$ cat src/hdl/assert_macros.svh
// Assertion macros used by the top level of the planar arm kinematics block
`ifndef ASSERT_MACROS_SVH
`define ASSERT_MACROS_SVH

// condition must hold at every clock edge outside reset
`define ASSERT_ALWAYS(label, clk, rst_n, cond, msg) \
    label: assert property (@(posedge clk) disable iff (!(rst_n)) (cond)) \
        else $error(msg);

// consequent must hold in the same cycle as the antecedent
`define ASSERT_IMPLIES(label, clk, rst_n, ante, cons, msg) \
    label: assert property (@(posedge clk) disable iff (!(rst_n)) (ante) |-> (cons)) \
        else $error(msg);

`endif

$ cat src/hdl/pafk_pkg.sv
// Types, constants and series tables of the planar arm kinematics block
package pafk_pkg;

    // defaults of the top-level parameters
    localparam int ANGLE_BITS_DEF = 16;
    localparam int FRAC_BITS_DEF  = 12;

    // arm and port shape
    localparam int JOINTS    = 6;
    localparam int HOLD_BITS = 6;
    localparam int POS_BITS  = 16;

    // angle and fixed-point formats
    localparam int TURN_BITS = 32;
    localparam int OCT_BITS  = 29;
    localparam int Q_BITS    = 30;
    localparam int TRIG_BITS = 32;
    localparam logic [Q_BITS:0] Q30_ONE = (Q_BITS + 1)'(1) << Q_BITS;
    localparam logic [32:0]     PI_Q31  = 33'h1_921F_B544;

    // nested series: divisors and their floor reciprocals in 2^-32 units
    localparam int SIN_TERMS  = 5;
    localparam int COS_TERMS  = 6;
    localparam int DIV_BITS   = 8;
    localparam int RECIP_BITS = 32;
    localparam logic [63:0] RECIP_BASE = 64'd1 << RECIP_BITS;

    localparam logic [DIV_BITS-1:0] SIN_DIV [SIN_TERMS] = '{
        8'd6, 8'd20, 8'd42, 8'd72, 8'd110
    };
    localparam logic [RECIP_BITS-1:0] SIN_RECIP [SIN_TERMS] = '{
        32'(RECIP_BASE / 64'd6),  32'(RECIP_BASE / 64'd20), 32'(RECIP_BASE / 64'd42),
        32'(RECIP_BASE / 64'd72), 32'(RECIP_BASE / 64'd110)
    };
    localparam logic [DIV_BITS-1:0] COS_DIV [COS_TERMS] = '{
        8'd2, 8'd12, 8'd30, 8'd56, 8'd90, 8'd132
    };
    localparam logic [RECIP_BITS-1:0] COS_RECIP [COS_TERMS] = '{
        32'(RECIP_BASE / 64'd2),  32'(RECIP_BASE / 64'd12), 32'(RECIP_BASE / 64'd30),
        32'(RECIP_BASE / 64'd56), 32'(RECIP_BASE / 64'd90), 32'(RECIP_BASE / 64'd132)
    };

    // pipeline depths
    localparam int LANE_LAT  = 4 + 3 * COS_TERMS;
    localparam int MERGE_LAT = 3;

    typedef logic [Q_BITS-1:0]          t_q30;
    typedef logic [Q_BITS:0]            t_unit;
    typedef logic signed [TRIG_BITS-1:0] t_trig;
    typedef logic signed [POS_BITS-1:0]  t_pos;

    typedef struct packed {
        t_trig s;
        t_trig c;
    } t_sincos;

    typedef struct packed {
        t_pos x;
        t_pos y;
    } t_position;

endpackage

$ cat src/hdl/pafk_merge.sv
// Sum the six lane results, round to the output format and clamp
module pafk_merge import pafk_pkg::*; #(
    parameter int FRAC_BITS = FRAC_BITS_DEF
) (
    input  logic      i_clk,
    input  logic      i_en,
    input  t_sincos   i_sc [JOINTS],
    output t_position o_pos
);

    localparam int PAIRS     = JOINTS / 2;
    localparam int PAIR_BITS = TRIG_BITS + 1;
    localparam int SUM_BITS  = TRIG_BITS + 2;
    localparam int SHIFT     = Q_BITS - FRAC_BITS;
    localparam logic signed [SUM_BITS-1:0] HALF    = SUM_BITS'(1) <<< (SHIFT - 1);
    localparam logic signed [SUM_BITS-1:0] POS_MAX = SUM_BITS'((1 << (POS_BITS - 1)) - 1);
    localparam logic signed [SUM_BITS-1:0] POS_MIN = -SUM_BITS'(1 << (POS_BITS - 1));

    logic signed [PAIR_BITS-1:0] r_px [PAIRS];
    logic signed [PAIR_BITS-1:0] r_py [PAIRS];
    logic signed [SUM_BITS-1:0]  r_sx;
    logic signed [SUM_BITS-1:0]  r_sy;
    t_position                   r_pos;

    logic signed [SUM_BITS-1:0] n_sx;
    logic signed [SUM_BITS-1:0] n_sy;
    logic signed [SUM_BITS-1:0] rnd_x;
    logic signed [SUM_BITS-1:0] rnd_y;
    t_position                  n_pos;

    // first level: neighbouring lanes
    always_ff @(posedge i_clk) begin
        if (i_en) begin
            for (int p = 0; p < PAIRS; p++) begin
                r_px[p] <= PAIR_BITS'(i_sc[2*p].c) + PAIR_BITS'(i_sc[2*p+1].c);
                r_py[p] <= PAIR_BITS'(i_sc[2*p].s) + PAIR_BITS'(i_sc[2*p+1].s);
            end
        end
    end

    // second level: total over the pairs
    always_comb begin
        n_sx = '0;
        n_sy = '0;
        for (int p = 0; p < PAIRS; p++) begin
            n_sx = n_sx + SUM_BITS'(r_px[p]);
            n_sy = n_sy + SUM_BITS'(r_py[p]);
        end
    end

    // round half up, then clamp to the port range
    always_comb begin
        rnd_x = (r_sx + HALF) >>> SHIFT;
        rnd_y = (r_sy + HALF) >>> SHIFT;
        priority if (rnd_x > POS_MAX) begin
            n_pos.x = t_pos'(POS_MAX);
        end else if (rnd_x < POS_MIN) begin
            n_pos.x = t_pos'(POS_MIN);
        end else begin
            n_pos.x = t_pos'(rnd_x);
        end
        priority if (rnd_y > POS_MAX) begin
            n_pos.y = t_pos'(POS_MAX);
        end else if (rnd_y < POS_MIN) begin
            n_pos.y = t_pos'(POS_MIN);
        end else begin
            n_pos.y = t_pos'(rnd_y);
        end
    end

    always_ff @(posedge i_clk) begin
        if (i_en) begin
            r_sx  <= n_sx;
            r_sy  <= n_sy;
            r_pos <= n_pos;
        end
    end

    assign o_pos = r_pos;

endmodule

$ cat config.mk
export PLATFORM = sky130hd
export DESIGN_NAME = pafk_merge
export DESIGN_NICKNAME = d
export VERILOG_FILES = /design/src/hdl/assert_macros.svh /design/src/hdl/pafk_pkg.sv /design/src/hdl/pafk_merge.sv
export SDC_FILE = /design/constraint.sdc
export NUM_CORES = 1
export LEC_CHECK = 0
export ABC_CLOCK_PERIOD_IN_PS = 8400
export BUFFER_PORTS_ARGS = -buffer_cell sky130_fd_sc_hd__buf_2
export CAP_MARGIN = 20
export CORE_MARGIN = 5
export CORE_UTILIZATION = 25
export CTS_CLUSTER_SIZE = 25
export DETAILED_ROUTE_END_ITERATION = 8
export GPL_TIMING_DRIVEN = 0
export SYNTH_ARGS = -nofsm -noshare
export SYNTH_HDL_FRONTEND = slang
export SYNTH_SLANG_ARGS = --single-unit
$ cat constraint.sdc
create_clock -name i_clk -period 8.4 [get_ports i_clk]
set_input_delay 1.68 -clock i_clk [delete_from_list [all_inputs] [get_ports i_clk]]
set_output_delay 1.68 -clock i_clk [all_outputs]
set_load 0.005 [all_outputs]
Word-level counts from Yosys, hierarchy flattened. Memories as Yosys holds them, arrays and structs flattened. Cells that the tools add are included.

Bits in registers: 100. Bits in writable memories: 198. Output and inout bits: 32. Bits of input ports: 386. Memories: 2.

$lt $le $gt $ge: 4. Multiplexer cells: 4. $add $sub $neg: 12.

Memories: r_px (words 3, width 33, rd ports 3, clocked after Yosys merged registers in 0, write ports 3, RTL line pafk_merge.sv:19) `logic signed [PAIR_BITS-1:0] r_px [PAIRS];`; r_py (words 3, width 33, rd ports 3, clocked after Yosys merged registers in 0, write ports 3, RTL line pafk_merge.sv:20) `logic signed [PAIR_BITS-1:0] r_py [PAIRS];`.

Operators with widths (count): $add A32 B32 Y33 (6); $add A33 B33 Y34 (2); $add A34 B19 Y34 const B (2); $add A34 B33 Y34 (2); $gt A16 B16 Y1 const B (2); $lt A16 B16 Y1 const B (2); $mux W16 (2); $mux W1 (2).

Longest topological paths before layout.
Depth after elaboration: 3. Depth in mapped cells: 13. Depth with buffers taken out: 13.

Least setup slack after synthesis. No wires, ideal clock.

Path kind: input -> register. From: input port i_sc[32] (netlist name). To: memory r_py[0][96] (netlist name), data pin. Setup time: 0.265 ns. Cell stages on the path: 11. Buffers on the path: 0. Setup slack: 4.195 ns. Data arrival time: 3.940 ns. Path through: ha_1 > fa_1 > a211oi_2 > o21ai_1 > a211oi_2 > nand4b_1 > a21boi_2 > a31o_4 > a221oi_1 > o21ai_0 > xor2_1.

RTL lines: start, declared (RTL line pafk_merge.sv:7) `input t_sincos i_sc [JOINTS],`; end, declared (RTL line pafk_merge.sv:20).

==> impl_metrics.tcl <==
set metrics [dict create \
    worst_slew_pin_slew_ns 0.878 \
    drtIter0Drc 815 \
    cap_violations 0 \
    multi_input_area_sq_mm 0.0130 \
    ys_seq_area_share_pct 36.8 \
    post_cts_buffers 0 \
    finalCritPeriodShare_pct 53.9 \
    wl_per_cell_um 16.9 \
    cts.sinks 264 \
    slowest_stage "a211oi_2" \
    cts_resized 0 \
    fmaxAchievable_ghz 0.221 \
    clk_latency_ns 0.54 \
    cp_common_cell "a21oi_1" \
    dpl_cell_area_sq_mm 0.0251 \
    drcViolationCount 0 \
    core_sq_mm 0.0853 \
    drv_slew 0 \
    antenna_found_initial 4 \
    post-dp-hpwl_um 52600 \
    synth_cell_type_count 74 \
    yosysTopAreaCell "edfxtp_1" \
    async_flop_share_pct 0 \
    drive_above_1_share_pct 19.0 \
    vias 17300 \
    crit_arrival_ns 4.79 \
    numPortBuffers 417 \
    ys_ff_latch 264 \
    max-vdd-ir-drop_uv 117 \
    rows 107 \
    critPathLaunchType "primary input" \
    synth_cells 2090 \
    cp_cell_sequence "buf_2 -> ha_1 -> fa_1 -> a211oi_1 -> o21bai_1 -> a32oi_1 -> a21oi_1 -> a22oi_1 -> a21oi_1 -> a211oi_2 -> o21ai_0 -> xor2_1" \
    path_clk_slew_ns 0.06 \
    fp.dieH_um 303 \
    fin_nets 3260 \
    synthFlopType "edfxtp_1" \
    status "finished clean" \
    grt_usage_pct 13.2 \
    cts_buffers 35 \
    wl_um 62900 \
    worstPathRequired_ns 8.67 \
    synth-edff-count 264 \
    gp_congestion 0.884 \
    ant_nets 0 \
    setup_viol 0 \
    syn_to_final_growth_pct 22.1 \
    chipWidth_um 303 \
    crit_type "in2reg" \
    p_clk_share_pct 25.0 \
    hold_buffers 0 \
    cp-end-kind "flip-flop" \
    sequentialPowerShare_pct 34.4 \
    synth_fp_nets 2804 \
    hold_class "reg2reg" \
    power.internal_mw 4.01 \
    synth_area_leaders "edfxtp_1, ha_1, fa_1" \
    clock_skew_ns 0.0295 \
    grt_max_degree 108 \
    seqCellArea_sq_mm 0.00793 \
    setup_tns_ns 0 \
    max_stage_delay_ns 0.47 \
    relSlewSlack_pct 40.7 \
    synth_top_area_share_pct 36.8 \
    pwr-share-comb_pct 40.6 \
    rsz0062_at_grt "no" \
    viasPerCell 4.65 \
    dieArea_sq_mm 0.0921 \
    switching_share_pct 34.6 \
    cts_tree "done" \
    ios 418 \
    synth_area_sq_mm 0.0215 \
    syn_area_per_cell_sq_um 10.3 \
    cts_root_buf "clkbuf_16" \
    grt_pass1_vias 17700 \
    p_total_mw 6.13 \
    hold_viol 0 \
    final_cells 3718 \
    power_density_mw_per_mm2 233 \
    h-tree-depth 2 \
    design_area_sq_mm 0.0263 \
    fin_crit_ns 4.53 \
    firstDrtPassIters 5 \
    placed_cells 3653 \
    fill_cells 8838 \
    postLayoutCoreUtil_pct 30.8 \
    synth-warning-count 0 \
    start_util_pct 25.2 \
    grt_pass1_wl_um 95200 \
    grt_overflow 0 \
    p_sw_mw 2.12 \
    cp_max_fo 4 \
    leakagePower_nw 11.3 \
    clockBufferDepth 3 \
]
cell usage after synthesis (all sizes together) (8+ instances only):
cell and n:
a21o 97, o211ai 17, xor2 73, nand4 24
a21oi 217, and3 26, o21bai 38, nand3 64
nand2b 19, nor2 120, a211oi 26, ha 258
xnor2 156, edfxtp 264, a31oi 26, o21ai 109
nor2b 32, nand2 126, o21a 26, fa 70
o22ai 8, o31ai 9, inv 138, nor3 26
clkbuf 21
state kept, by name, summed over array words and instances, names as in the netlist:
signal and count:
r_px 99, r_py 99, o_pos 32, r_sx 17, r_sy 17
routing by layer:
layer	vias up	routed length, um	track usage [%]
met1	8029	25800	15.5
met3	91	3690	2.53
met2	493	31500	24.1
met5	-	0	0
met4	0	1980	4.40
li1	8670	-	-
cell usage in the layout (no fill, tap or decap), types with 6 or more instances in the layout:
cell	n
o21ai_1	12
buf_2	416
o211ai_1	17
a211oi_2	6
edfxtp_1	264
xor2_1	73
a31oi_1	26
inv_1	138
a211oi_1	20
xnor2_1	156
fa_1	70
nand2b_1	19
o21a_1	26
clkbuf_1	31
and4_1	6
nor3_1	26
nand2_1	126
o21bai_1	38
nand4_1	24
nand3_1	63
clkbuf_16	37
and3_1	26
nor2b_1	32
o22ai_1	8
o21ai_0	97
ha_1	258
a21oi_1	216
nor2_1	120
or3_1	6
a21o_1	97
o31ai_1	9
through the flow:
stage	hold slack, ns	setup slack (ns)
2_1_floorplan	0.527	4.19
3_3_place_gp	0.544	1.58
3_5_place_dp	0.551	3.28
4_1_cts	0.566	3.87
5_1_grt	0.581	3.73
6_report	0.567	3.87
path summary, 6_finish.rpt:
kind / from / to / slack (ns) / cells after the start
worst max-delay path: i_sc[128] / r_px[0][63] / 3.87 / 12
worst min-delay path: r_sy[33] / o_pos[15] / 0.57 / 1
worst max register to register: r_py[0][3] / r_sy[32] / 4.71 / 12
worst min register to register: r_sy[33] / o_pos[15] / 0.57 / 1
cells by family after synthesis:
logic type               count (synthesis)  share of synthesized area (%)
buffers and inverters                  159                           2.77
flip-flops                             264                           36.8
AO/OA/AOI/OAI                          637                           19.0
multiplexers                             1                         0.0523
XOR/XNOR                               229                           9.32
AND/OR/NAND/NOR                        472                           10.6
adder cells (fa/ha/maj)                328                           21.5
power by group through the flow:
stage	sequential [mW]	combinational [mW]	clock, mW
floorplan	2.09	1.79	0
global placement	2.14	2.47	0
detailed placement	2.14	2.50	0
CTS	2.11	2.51	1.59
global route	2.14	2.83	1.65
finish	2.11	2.49	1.53
critical path: cells and delay by family:
family	cells	cell delay (ns)
xor+xnor	1	0.16
fa+ha+maj	2	0.65
compound gates	8	2.20
buf+inv	1	0.10
layout make-up:
type                    count  area share [%]
diodes                      4          0.0381
plain buffers              21           0.300
clock buffers              47            3.67
clock inverters            14           0.757
inverters                 138            1.97
multi-input cells        1667            49.5
flip-flops and latches    264            30.2
well taps                1144            5.45
repair buffers            419            8.19
(Power assumes the default switching activity.)
